==> config.mk <==
export PLATFORM = sky130hd
export DESIGN_NAME = pcg32_random_generator
export DESIGN_NICKNAME = d
export VERILOG_FILES = /design/src/hw/rtl/pcg_pkg.sv /design/src/hw/rtl/pcg_front.sv /design/src/hw/rtl/pcg_back.sv /design/src/hw/rtl/pcg32_random_generator.sv
export VERILOG_INCLUDE_DIRS = /design/src /design/src/hw/rtl
export SDC_FILE = /design/constraint.sdc
export NUM_CORES = 2
export LEC_CHECK = 0
export BUFFER_PORTS_ARGS = -buffer_cell sky130_fd_sc_hd__clkbuf_2
export CAP_MARGIN = 0
export CORE_MARGIN = 1.5
export CORE_UTILIZATION = 30
export CTS_CLUSTER_DIAMETER = 150
export CTS_CLUSTER_SIZE = 24
export DETAILED_ROUTE_END_ITERATION = 8
export MAX_ROUTING_LAYER = met4
export PLACE_DENSITY = 0.44
export REMOVE_ABC_BUFFERS = 1
export SYNTH_ARGS = -nofsm -noshare
export SYNTH_HDL_FRONTEND = slang
export SYNTH_SLANG_ARGS = --single-unit
export TNS_END_PERCENT = 30
==> constraint.sdc <==
create_clock -name i_clk -period 20.4 [get_ports i_clk]
set_clock_uncertainty 0.15 [all_clocks]
set_input_delay 1.02 -clock i_clk [delete_from_list [all_inputs] [get_ports i_clk]]
set_output_delay 1.02 -clock i_clk [all_outputs]
set_load 0.02 [all_outputs]
==> src/hw/rtl/pcg32_random_generator_defines.svh <==
// Assertion macros for the PCG32 generator.
// No dependencies; included by the top level where it asserts.
`ifndef PCG32_RANDOM_GENERATOR_DEFINES_SVH
`define PCG32_RANDOM_GENERATOR_DEFINES_SVH

`ifndef SYNTH
`define PCG_ASSERT(label, prop) \
    label: assert property (@(posedge i_clk) disable iff (!i_rst_n) prop) \
        else $error("pcg32 assertion failed");
`define PCG_ASSERT_RST(label, prop) \
    label: assert property (@(posedge i_clk) prop) \
        else $error("pcg32 reset assertion failed");
`else
`define PCG_ASSERT(label, prop)
`define PCG_ASSERT_RST(label, prop)
`endif

`endif

==> src/hw/rtl/pcg_pkg.sv <==
// Shared types, constants and the output permutation of the PCG32 generator.
// No dependencies; used by pcg_front, pcg_back and the top level.
package pcg_pkg;

    localparam int unsigned PCG_WIDTH   = 32;
    localparam int unsigned PCG_CNT_W   = $clog2(PCG_WIDTH);
    localparam int unsigned PCG_Q_DEPTH = 2;

    localparam logic [63:0] PCG_MULT = 64'd6364136223846793005;
    localparam logic [63:0] PCG_INC  = 64'd1442695040888963407;
    // seed 0 plus increment, advanced once
    localparam logic [63:0] PCG_STATE_RESET = PCG_INC * PCG_MULT + PCG_INC;

    typedef enum logic [1:0] {
        ACT_RAW    = 2'd0,
        ACT_RANGE  = 2'd1,
        ACT_RESEED = 2'd2,
        ACT_NONE   = 2'd3
    } t_action;

    typedef struct packed {
        t_action     action;
        logic [31:0] lo;
        logic [31:0] span;
        logic        span_zero;
    } t_cmd;

    typedef struct packed {
        logic not_empty;
        logic full;
    } t_front_status;

    typedef struct packed {
        logic busy;
        logic dividing;
    } t_back_status;

    typedef enum logic [2:0] {
        BK_IDLE,
        BK_MUL0,
        BK_MUL1,
        BK_MUL2,
        BK_DIV,
        BK_DONE
    } t_back_state;

    // XSH-RR: xorshift high bits, rotate by top five bits of the state
    function automatic logic [31:0] pcg_output(input logic [63:0] state);
        logic [63:0] x;
        logic [31:0] xs;
        logic [63:0] dbl;
        x   = state ^ (state >> 18);
        xs  = x[58:27];
        dbl = {xs, xs} >> state[63:59];
        return dbl[31:0];
    endfunction

endpackage

==> src/hw/rtl/pcg_front.sv <==
// Front end: accepts input words, decodes the action, precomputes the span
// and buffers decoded commands in a short queue. Depends on pcg_pkg.
module pcg_front #(
    parameter int unsigned DEPTH = pcg_pkg::PCG_Q_DEPTH
) (
    input  logic                  i_clk,
    input  logic                  i_rst_n,
    input  logic                  i_in_valid,
    output logic                  o_in_ready,
    input  logic [1:0]            i_action,
    input  logic signed [31:0]    i_range_low,
    input  logic signed [31:0]    i_range_high,
    output pcg_pkg::t_cmd         o_cmd,
    input  logic                  i_cmd_pop,
    output pcg_pkg::t_front_status o_status
);
    import pcg_pkg::*;

    localparam int unsigned PTR_W = (DEPTH > 1) ? $clog2(DEPTH) : 1;
    localparam int unsigned LVL_W = $clog2(DEPTH + 1);

    t_cmd             r_slot [DEPTH];
    logic [PTR_W-1:0] r_wr_ptr, n_wr_ptr;
    logic [PTR_W-1:0] r_rd_ptr, n_rd_ptr;
    logic [LVL_W-1:0] r_level, n_level;
    t_cmd             dec;
    logic             push;
    logic             pop;

    always_comb begin
        unique case (i_action)
            2'd0:    dec.action = ACT_RAW;
            2'd1:    dec.action = ACT_RANGE;
            2'd2:    dec.action = ACT_RESEED;
            default: dec.action = ACT_NONE;
        endcase
        dec.lo        = $unsigned(i_range_low);
        dec.span      = $unsigned(i_range_high) - $unsigned(i_range_low);
        dec.span_zero = (dec.span == '0);
    end

    assign o_in_ready       = (r_level != LVL_W'(DEPTH));
    assign push             = i_in_valid && o_in_ready;
    assign pop              = i_cmd_pop && (r_level != '0);
    assign o_cmd            = r_slot[r_rd_ptr];
    assign o_status.not_empty = (r_level != '0);
    assign o_status.full      = !o_in_ready;

    always_comb begin
        n_wr_ptr = r_wr_ptr;
        n_rd_ptr = r_rd_ptr;
        n_level  = r_level;
        if (push) begin
            n_wr_ptr = (r_wr_ptr == PTR_W'(DEPTH - 1)) ? '0 : r_wr_ptr + 1'b1;
        end
        if (pop) begin
            n_rd_ptr = (r_rd_ptr == PTR_W'(DEPTH - 1)) ? '0 : r_rd_ptr + 1'b1;
        end
        if (push && !pop) begin
            n_level = r_level + 1'b1;
        end else if (pop && !push) begin
            n_level = r_level - 1'b1;
        end
    end

    always_ff @(posedge i_clk) begin
        if (!i_rst_n) begin
            r_wr_ptr <= '0;
            r_rd_ptr <= '0;
            r_level  <= '0;
        end else begin
            r_wr_ptr <= n_wr_ptr;
            r_rd_ptr <= n_rd_ptr;
            r_level  <= n_level;
        end
    end

    always_ff @(posedge i_clk) begin
        if (push) begin
            r_slot[r_wr_ptr] <= dec;
        end
    end

endmodule

==> src/hw/rtl/pcg_back.sv <==
// Back end: LCG step on a shared 32x32 multiplier, radix-2 remainder unit
// for ranged draws, and the output register. Depends on pcg_pkg.
module pcg_back (
    input  logic                 i_clk,
    input  logic                 i_rst_n,
    input  pcg_pkg::t_cmd        i_cmd,
    input  logic                 i_cmd_valid,
    output logic                 o_cmd_pop,
    input  logic [31:0]          i_seed,
    output logic                 o_out_valid,
    input  logic                 i_out_ready,
    output logic [31:0]          o_value,
    output logic                 o_span_zero,
    output pcg_pkg::t_back_status o_status
);
    import pcg_pkg::*;

    t_back_state          r_state, n_state;
    t_action              r_action;
    logic [31:0]          r_lo;
    logic [31:0]          r_span;
    logic                 r_zero;
    logic [31:0]          r_draw;
    logic [63:0]          r_opnd;
    logic [63:0]          r_prod_lo;
    logic [31:0]          r_cross;
    logic [31:0]          r_rem;
    logic [31:0]          r_dvd;
    logic [PCG_CNT_W-1:0] r_cnt;
    logic [63:0]          r_lcg;
    logic                 r_out_valid;
    logic [31:0]          r_out_value;
    logic                 r_out_span_zero;

    logic        out_free;
    logic        out_load;
    logic [31:0] mul_a;
    logic [31:0] mul_b;
    logic [63:0] mul_p;
    logic [32:0] div_t;
    logic        div_ge;
    logic [32:0] div_diff;
    logic [31:0] rem_nx;
    logic        div_last;
    logic [31:0] res_value;

    assign out_free = !r_out_valid || i_out_ready;
    assign div_last = (r_cnt == PCG_CNT_W'(PCG_WIDTH - 1));

    // next state
    always_comb begin
        n_state = r_state;
        unique case (r_state)
            BK_IDLE: begin
                if (i_cmd_valid) begin
                    n_state = (i_cmd.action == ACT_NONE) ? BK_DONE : BK_MUL0;
                end
            end
            BK_MUL0: n_state = BK_MUL1;
            BK_MUL1: n_state = BK_MUL2;
            BK_MUL2: n_state = (r_action == ACT_RANGE && !r_zero) ? BK_DIV : BK_DONE;
            BK_DIV:  n_state = div_last ? BK_DONE : BK_DIV;
            BK_DONE: n_state = out_free ? BK_IDLE : BK_DONE;
            default: n_state = BK_IDLE;
        endcase
    end

    // outputs of the sequencer
    always_comb begin
        o_cmd_pop = 1'b0;
        out_load  = 1'b0;
        mul_a     = r_opnd[31:0];
        mul_b     = PCG_MULT[31:0];
        unique case (r_state)
            BK_IDLE: o_cmd_pop = i_cmd_valid;
            BK_MUL1: mul_a = r_opnd[63:32];
            BK_MUL2: mul_b = PCG_MULT[63:32];
            BK_DONE: out_load = out_free;
            default: ;
        endcase
    end

    assign mul_p = mul_a * mul_b;

    assign div_t    = {r_rem, r_dvd[31]};
    assign div_diff = div_t - {1'b0, r_span};
    assign div_ge   = !div_diff[32];
    assign rem_nx   = div_ge ? div_diff[31:0] : div_t[31:0];

    always_comb begin
        unique case (r_action)
            ACT_RAW:   res_value = r_draw;
            ACT_RANGE: res_value = r_zero ? '0 : r_lo + r_rem;
            default:   res_value = '0;
        endcase
    end

    always_ff @(posedge i_clk) begin
        if (!i_rst_n) begin
            r_state     <= BK_IDLE;
            r_lcg       <= PCG_STATE_RESET;
            r_out_valid <= 1'b0;
        end else begin
            r_state <= n_state;
            if (r_state == BK_MUL2) begin
                r_lcg <= r_prod_lo + {r_cross + mul_p[31:0], 32'd0} + PCG_INC;
            end
            if (out_load) begin
                r_out_valid <= 1'b1;
            end else if (i_out_ready) begin
                r_out_valid <= 1'b0;
            end
        end
    end

    always_ff @(posedge i_clk) begin
        unique case (r_state)
            BK_IDLE: begin
                r_action <= i_cmd.action;
                r_lo     <= i_cmd.lo;
                r_span   <= i_cmd.span;
                r_zero   <= i_cmd.span_zero;
                r_draw   <= pcg_output(r_lcg);
                r_dvd    <= pcg_output(r_lcg);
                r_rem    <= '0;
                r_cnt    <= '0;
                r_opnd   <= (i_cmd.action == ACT_RESEED) ? ({32'd0, i_seed} + PCG_INC)
                                                         : r_lcg;
            end
            BK_MUL0: r_prod_lo <= mul_p;
            BK_MUL1: r_cross   <= mul_p[31:0];
            BK_DIV: begin
                r_rem <= rem_nx;
                r_dvd <= {r_dvd[30:0], 1'b0};
                r_cnt <= r_cnt + 1'b1;
            end
            default: ;
        endcase
        if (out_load) begin
            r_out_value     <= res_value;
            r_out_span_zero <= (r_action == ACT_RANGE) && r_zero;
        end
    end

    assign o_out_valid       = r_out_valid;
    assign o_value           = r_out_value;
    assign o_span_zero       = r_out_span_zero;
    assign o_status.busy     = (r_state != BK_IDLE);
    assign o_status.dividing = (r_state == BK_DIV);

endmodule

==> src/hw/rtl/pcg32_random_generator.sv <==
// PCG32 XSH-RR random generator, top level.
// Input channel (i_in_valid / o_in_ready) carries one word per action:
// raw draw, ranged draw over [range_low, range_high), or reseed from the
// seed register. Output channel (o_out_valid / i_out_ready) returns one
// word per input word, in order: value and the zero-span flag.
// The seed register is written through i_cfg_wr_en / i_cfg_wr_data.
// A raw draw, a reseed or a zero-span ranged draw passes the states BK_MUL0,
// BK_MUL1, BK_MUL2 and BK_DONE; any other ranged draw runs BK_DIV between
// BK_MUL2 and BK_DONE; an unused action code goes straight to BK_DONE. The
// LCG step uses one 32x32 multiplier over BK_MUL0, BK_MUL1 and BK_MUL2; a
// ranged draw with nonzero span adds a radix-2 remainder unit in BK_DIV. One
// word is in the back end at a time, so it takes no new word until the last
// result is loaded into the output register.
// A decoded-command queue of Q_DEPTH words sits in front of the back end.
// Reset (synchronous, active low) clears the seed to 0 and loads the
// state as if reseeded with 0; the output register comes up empty.
// When the receiver stalls, the result holds in the output register; the
// queue keeps taking words until it is full, then o_in_ready drops.
// Depends on pcg_pkg, pcg_front, pcg_back and the defines header.
`include "pcg32_random_generator_defines.svh"

module pcg32_random_generator #(
    parameter int unsigned Q_DEPTH = pcg_pkg::PCG_Q_DEPTH
) (
    input  logic               i_clk,
    input  logic               i_rst_n,
    input  logic               i_cfg_wr_en,
    input  logic [31:0]        i_cfg_wr_data,
    input  logic               i_in_valid,
    output logic               o_in_ready,
    input  logic [1:0]         i_action,
    input  logic signed [31:0] i_range_low,
    input  logic signed [31:0] i_range_high,
    output logic               o_out_valid,
    input  logic               i_out_ready,
    output logic [31:0]        o_value,
    output logic               o_span_zero
);
    import pcg_pkg::*;

    logic [31:0]   r_seed_value;
    t_cmd          cmd;
    logic          cmd_pop;
    t_front_status front_status;
    t_back_status  back_status;

    always_ff @(posedge i_clk) begin
        if (!i_rst_n) begin
            r_seed_value <= '0;
        end else if (i_cfg_wr_en) begin
            r_seed_value <= i_cfg_wr_data;
        end
    end

    pcg_front #(
        .DEPTH (Q_DEPTH)
    ) u_front (
        .i_clk        (i_clk),
        .i_rst_n      (i_rst_n),
        .i_in_valid   (i_in_valid),
        .o_in_ready   (o_in_ready),
        .i_action     (i_action),
        .i_range_low  (i_range_low),
        .i_range_high (i_range_high),
        .o_cmd        (cmd),
        .i_cmd_pop    (cmd_pop),
        .o_status     (front_status)
    );

    pcg_back u_back (
        .i_clk       (i_clk),
        .i_rst_n     (i_rst_n),
        .i_cmd       (cmd),
        .i_cmd_valid (front_status.not_empty),
        .o_cmd_pop   (cmd_pop),
        .i_seed      (r_seed_value),
        .o_out_valid (o_out_valid),
        .i_out_ready (i_out_ready),
        .o_value     (o_value),
        .o_span_zero (o_span_zero),
        .o_status    (back_status)
    );

    `PCG_ASSERT_RST(a_out_empty_after_reset, !i_rst_n |=> !o_out_valid)
    `PCG_ASSERT(a_queued_word_picked_up,
        front_status.not_empty && !back_status.busy |=> back_status.busy)
    `PCG_ASSERT(a_result_from_busy_back, $rose(o_out_valid) |-> $past(back_status.busy))
    `PCG_ASSERT(a_full_stalls_input, front_status.full |-> !o_in_ready)
    `PCG_ASSERT(a_divider_only_when_busy, back_status.dividing |-> back_status.busy)

endmodule

Word level (Yosys, flattened, before mapping)
Memories as Yosys holds them, arrays and structs flattened. A register that Yosys moved wholly into a read port is not among the register bits.
Index checks and enable logic that the tools add are counted.
{"block": "classes", "n_addsub": 12, "multipliers": 1, "eq_ne": 13, "shifts": 1, "n_mux": 28, "bitwise": 1, "reduce_logical": 19}
{"op": "$pmux 32 s2", "n": 3}
{"op": "$mux 32", "n": 3}
{"op": "$add 32x32->32", "n": 2}
{"op": "$add 64x61->64 const B", "n": 1}
{"op": "$add 64x64->64", "n": 1}
{"op": "$mux 64", "n": 1}
{"op": "$shr 64x5->32", "n": 1}
{"op": "$mul 32x31->63", "n": 1}
{"op": "$add 32x61->62 const B", "n": 1}
{"op": "$xor 59x46->59", "n": 1}
{"op": "$sub 33x32->33", "n": 1}
{"op": "$logic_not 32->1", "n": 1}
{"op": "$sub 32x32->32", "n": 1}
{"op": "$mux 29", "n": 1}
{"op": "$pmux 3 s6", "n": 1}
{"op": "$mux 1", "n": 12}
{"op": "$pmux 5 s2", "n": 1}
{"op": "$mux 3", "n": 3}
{"op": "$reduce_bool 2->1", "n": 4}
{"op": "$eq 2x2->1 const B", "n": 3}
{"op": "$eq 3x2->1 const B", "n": 2}
{"op": "$eq 3x3->1 const B", "n": 2}
{"op": "$logic_and 1x1->1", "n": 6}
{"op": "$pmux 2 s3", "n": 1}
{"op": "other kinds (14)", "n": 21}
{"block": "totals", "register_bits": 465, "ramBits": 134, "inputBits": 103, "out_inout_bits": 35, "elab_cells": 96, "memories": 1}
{"name": "u_front.r_slot", "words": 2, "word_bits": 67, "read_ports": 1, "rd_clocked_by_memory_dff": 1, "wr": 1, "line": "pcg_front.sv:22", "rtl": "t_cmd r_slot [DEPTH];"}

Longest topological paths before layout
{"block": "logic_depth", "depth_word": 6, "mapped_depth": 48, "ltp_nobuf": 46}

By module
A second synthesis with hierarchy kept.
{"block": "unflattened", "hier_cells": 5389, "hier_area_um2": 56739.4}
{"mod": "pcg_back", "n_inst": 1, "cells_per_inst": 4749, "area_each_um2": 48395.2, "seq_area_each_um2": 12201.7}
{"mod": "pcg_front", "n_inst": 1, "cells_per_inst": 537, "area_each_um2": 7100.6, "seq_area_each_um2": 4124.0}
{"mod": "pcg32_random_generator", "n_inst": 1, "cells_per_inst": 103, "area_each_um2": 1243.7, "seq_area_each_um2": 640.6}

Least setup slack after synthesis
OpenSTA, ideal clock, no wires.
{"block": "synth_timing", "path_kind": "flip-flop to flip-flop", "from": "register u_back.r_state[0]", "to": "register u_front.r_level[1]", "setup_time_ns": 0.070, "arrival_ns": 14.947, "required_ns": 20.180, "setup_slack_ns": 5.233, "stages_incl_launch_ff": 8, "path_buffers": 1, "synth_period_minus_slack_ns": 15.167, "path_cell_list": "dfxtp_1 > clkbuf_1 > nor3_1 > o21ai_0 > ha_1 > xor2_1 > or3_1 > a21oi_1"}
{"block": "synth_via", "elab_chain_cells": 6, "word_cells_on_any_way": 8, "classes_between": "2 x mux; 6 x reduce/logical"}
{"element": "from (decl)", "line": "pcg_back.sv:18", "rtl": "t_back_state r_state, n_state;"}
{"element": "from (signal assigned)", "line": "pcg_back.sv:104", "rtl": "r_state <= n_state;"}
{"element": "$logic_not 3->1 *", "line": "pcg_back.sv:74", "rtl": "unique case (r_state)"}
{"element": "$mux 1 *", "line": "pcg_back.sv:74"}
{"element": "$logic_and 1x1->1 *", "line": "pcg_front.sv:44", "rtl": "assign pop = i_cmd_pop && (r_level != '0);"}
{"element": "$logic_not 1->1", "line": "pcg_front.sv:59", "rtl": "if (push && !pop) begin"}
{"element": "$logic_and 1x1->1", "line": "pcg_front.sv:59"}
{"element": "$mux 2 / $reduce_bool 2->1 (equally long branches)"}
{"element": "to (signal assigned)", "line": "pcg_front.sv:74", "rtl": "r_level <= n_level;"}
{"element": "to (decl)", "line": "pcg_front.sv:25", "rtl": "logic [LVL_W-1:0] r_level, n_level;"}
Every way passes the cells marked *; elsewhere a longest branch is shown, timed or not.
A chain may end at the register's enable or synchronous reset.

Worst setup path in the final report
{"block": "layout_timing", "from": "register u_back.r_state[1]", "to": "register u_back.r_lcg[63]"}
{"block": "layout_via", "elab_chain_cells": 6, "word_cells_on_any_way": 8, "classes_between": "3 x add/sub; 1 x mul; 2 x eq/ne; 2 x mux"}
{"element": "$eq 3x2->1", "line": "pcg_back.sv:74"}
{"element": "$mux 32 / $mux 29 (equally long branches)", "line": "pcg_back.sv:74"}
{"element": "$mul 32x31->63 *", "line": "pcg_back.sv:83", "rtl": "assign mul_p = mul_a * mul_b;"}
{"element": "named net u_back.mul_p[23]", "line": "pcg_back.sv:39", "rtl": "logic [63:0] mul_p;"}
{"element": "$add 32x32->32 *", "line": "pcg_back.sv:106", "rtl": "r_lcg <= r_prod_lo + {r_cross + mul_p[31:0], 32'd0} + PCG_INC;"}
{"element": "$add 64x64->64 *", "line": "pcg_back.sv:106"}
{"element": "$add 64x61->64 *", "line": "pcg_back.sv:106"}
{"element": "to (signal assigned)", "line": "pcg_back.sv:106"}
{"element": "to (decl)", "line": "pcg_back.sv:30", "rtl": "logic [63:0] r_lcg;"}
The timed path passes the listed nets; every way through them passes the cells marked *.

==> flow_metrics.env <==
export IMPL_yosys_area_share_adder_pct=34.3
export IMPL_crit_path_start_kind="flip-flop"
export IMPL_hold_viol_final=0
export IMPL_syn_to_final_growth_pct=8.36
export IMPL_grt_pass1_wl_um=257000
export IMPL_io_buffer_count=137
export IMPL_cp_data_arrival_time_ns=13.11
export IMPL_synth_top_family_by_area="adder cells"
export IMPL_crit_top_cell="fa_1"
export IMPL_relSlewSlack_pct=4.84
export IMPL_grt_max_degree=78
export IMPL_routed_wl_um=170000
export IMPL_fp_dieH_um=434
export IMPL_syn_inst=5332
export IMPL_grt_setup_unrepaired="false"
export IMPL_clk_path_buf_depth=3
export IMPL_cts_buffers=28
export IMPL_path_clk_slew_ns=0.10
export IMPL_critPathSlowestCell="mux2i_1"
export IMPL_synth_xor_area_share_pct=4.40
export IMPL_hold_depth=2
export IMPL_grt_pass1_vias=39200
export IMPL_netlist_area_um2=55700
export IMPL_hold_start="u_back.r_lcg[6]"
export IMPL_worstSetupEndpointType="flip-flop"
export IMPL_syn_area_per_cell_um2=10.5
export IMPL_grt_remaining_overflow=0
export IMPL_drc_errors=0
export IMPL_worst_pin_slew_ns=1.42
export IMPL_met1_usage_pct=27.2
export IMPL_cts_resized=0
export IMPL_root_buffer="clkbuf_16"
export IMPL_tns_ns=0
export IMPL_vias_per_cell=4.81
export IMPL_gp_congestion=0.928
export IMPL_critPathBufInv=6
export IMPL_ys_warnings_count=0
export IMPL_worst_ep_required_time_ns=20.76
export IMPL_num_rows=158
export IMPL_cpPeakStageDelay_ns=0.89
export IMPL_groute_usage_overall_pct=18.7
export IMPL_core_um2=185000
export IMPL_ys_ff_latch=599
export IMPL_rrSetupSlack_ns=7.65
export IMPL_synth_cell_types=82
export IMPL_insertion_delay_ns=0.67
export IMPL_yosys_most_used_dff="edfxtp_1"
export IMPL_dieArea_um2=188000
export IMPL_yosys_top_cells_count="811 x inv_1, 650 x ha_1, 548 x fa_1"
export IMPL_dp_hpwl_um=140000
export IMPL_antenna_left=0
export IMPL_clock_sinks=599
export IMPL_firstDrtPassIters=6
export IMPL_hold_path_class="reg2reg"
export IMPL_cp_depth=37
export IMPL_synth_top_area_share_pct=26.6
export IMPL_synth_edf_count=494
export IMPL_layout_drive_gt1_share_pct=7.62
export IMPL_fin_crit_sh_pct=62.5
export IMPL_path_delay_family="adder cells"
export IMPL_grt_met3_usage_pct=1.81
export IMPL_drt_iter0_markers=2570
export IMPL_synth_top_area_cell="edfxtp_1"
export IMPL_yosysSeqAreaShare_pct=30.4
export IMPL_top_usage_layer="met2"
export IMPL_setup_worst_path_start="u_back.r_state[1]"
export IMPL_cts_tree="yes"
export IMPL_cp_max_fo=35
export IMPL_post_cts_setup_buffer_count=0
export IMPL_synth_mux_area_share_pct=5.00
export IMPL_worstSetupPathType="reg2reg"
export IMPL_die_w_um=434
export IMPL_cap_violations=0
export IMPL_initial_utilization_pct=30.1
export IMPL_max_freq_mhz=78.4
export IMPL_synthSimpleGateAreaFrac_pct=8.96
export IMPL_status="completed"
export IMPL_wl_per_cell_um=21.4
export IMPL_antenna_found_initial=11
export IMPL_yosysMostFrequentCell="inv_1"
export IMPL_setup_violations=0
export IMPL_worstRegToRegCells=37
export IMPL_use_met2_pct=28.8
export IMPL_r2r_start="u_back.r_state[1]"
export IMPL_drv_slew=0
export IMPL_yosys_top_cells_area="edfxtp_1 27%, fa_1 20%, ha_1 15%"
export IMPL_nets=6739
export IMPL_cts_htree_levels=1
export IMPL_finalCriticalPeriod_ns=12.75
export IMPL_async_flop_share_pct=0
export IMPL_hold_buffers=0
export IMPL_vias=38200
export IMPL_synth_compound_area_share_pct=10.5
export IMPL_ios=138
-- layer usage --
| layer | part of all wire [%] | up-vias |
|---|---|---|
| li1 | - | 18200 |
| met1 | 50 | 19200 |
| met2 | 45 | 642 |
| met3 | 3.7 | 110 |
| met4 | 1.5 | 0 |
| met5 | 0 | - |
-- state kept, by name, summed over array words and instances (netlist names), 3 cells and up, named ones only --
name / count
u_back.r_prod_lo: 63
r_seed_value: 32
u_back.r_lcg: 64
u_back.r_rem: 32
u_back.r_state: 3
u_back.r_dvd: 32
u_back.r_cnt: 5
u_front.r_slot: 134
u_back.r_lo: 32
u_back.r_opnd: 64
u_back.r_span: 32
u_back.r_draw: 32
u_back.r_cross: 32
u_back.o_value: 32
-- placed cells by master (no fill, tap or decap), types with 37 or more instances in the layout --
cell type | netlist | routed
nor2_1 | 389 | 387
a21oi_1 | 342 | 342
xnor2_1 | 170 | 170
nand2b_1 | 43 | 43
xor2_1 | 104 | 104
nor2b_1 | 46 | 46
o21ai_0 | 211 | 211
mux2i_1 | 121 | 121
edfxtp_1 | 494 | 494
inv_1 | 811 | 811
mux2_2 | 126 | 126
a21o_1 | 126 | 126
nand3_1 | 45 | 45
fa_1 | 548 | 548
clkbuf_2 | 0 | 137
nor3_1 | 40 | 37
nand2_1 | 331 | 329
ha_1 | 650 | 650
dfxtp_1 | 105 | 103
buf_4 | 1 | 59
o211ai_1 | 38 | 38
-- final timing paths --
kind	to
setup / recovery	u_back.r_lcg[63]
hold / removal	u_back.r_lcg[6]
setup reg to reg	u_back.r_lcg[63]
hold reg to reg	u_back.r_lcg[6]
-- area by class of cell --
| class | instances | area (um2) |
|---|---|---|
| flip-flops and latches | 599 | 16900 |
| fillers | 19200 | 125000 |
| clock inverters | 1 | 16.3 |
| inverters | 815 | 3060 |
| repair buffers | 196 | 1130 |
| multi-input cells | 3798 | 35400 |
| well taps | 2480 | 3100 |
| diodes | 3 | 7.51 |
| clock buffers | 51 | 787 |
-- logic make-up (layout without fill, tap and decap cells) --
family / count (synthesis) / in the layout
and+or+nand+nor: 1089 / 1089
xor gates and xnor gates: 276 / 276
DFF: 599 / 599
muxes: 254 / 254
other: 2 / 34
adders and majority gates: 1198 / 1198
buffers and inverters: 964 / 1063
AOI/OAI and AO/OA: 950 / 950
-- per-stage QoR --
stage	hold WS (ns)	worst slack [ns]	instance area [um2]	util [%]	instances
2_1_floorplan	0.282	2.84	55300	-	5212
3_3_place_gp	0.293	7.58	59600	32.2	7888
3_5_place_dp	0.297	7.58	59600	32.2	7888
4_1_cts	0.313	7.46	60400	32.6	7940
5_1_grt	0.322	6.85	60400	32.6	7942
6_report	0.311	7.65	60400	32.6	7943
-- tightest hold or removal path: cells and delay by family, from the launching register on --
kind	cells	cell delay, ns
compound gates	1	0.05
simple gates	1	0.05
flops	1	0.32
Power is not shown: default switching activity piles up to over one toggle a cycle in this logic, so the estimate is an artifact.
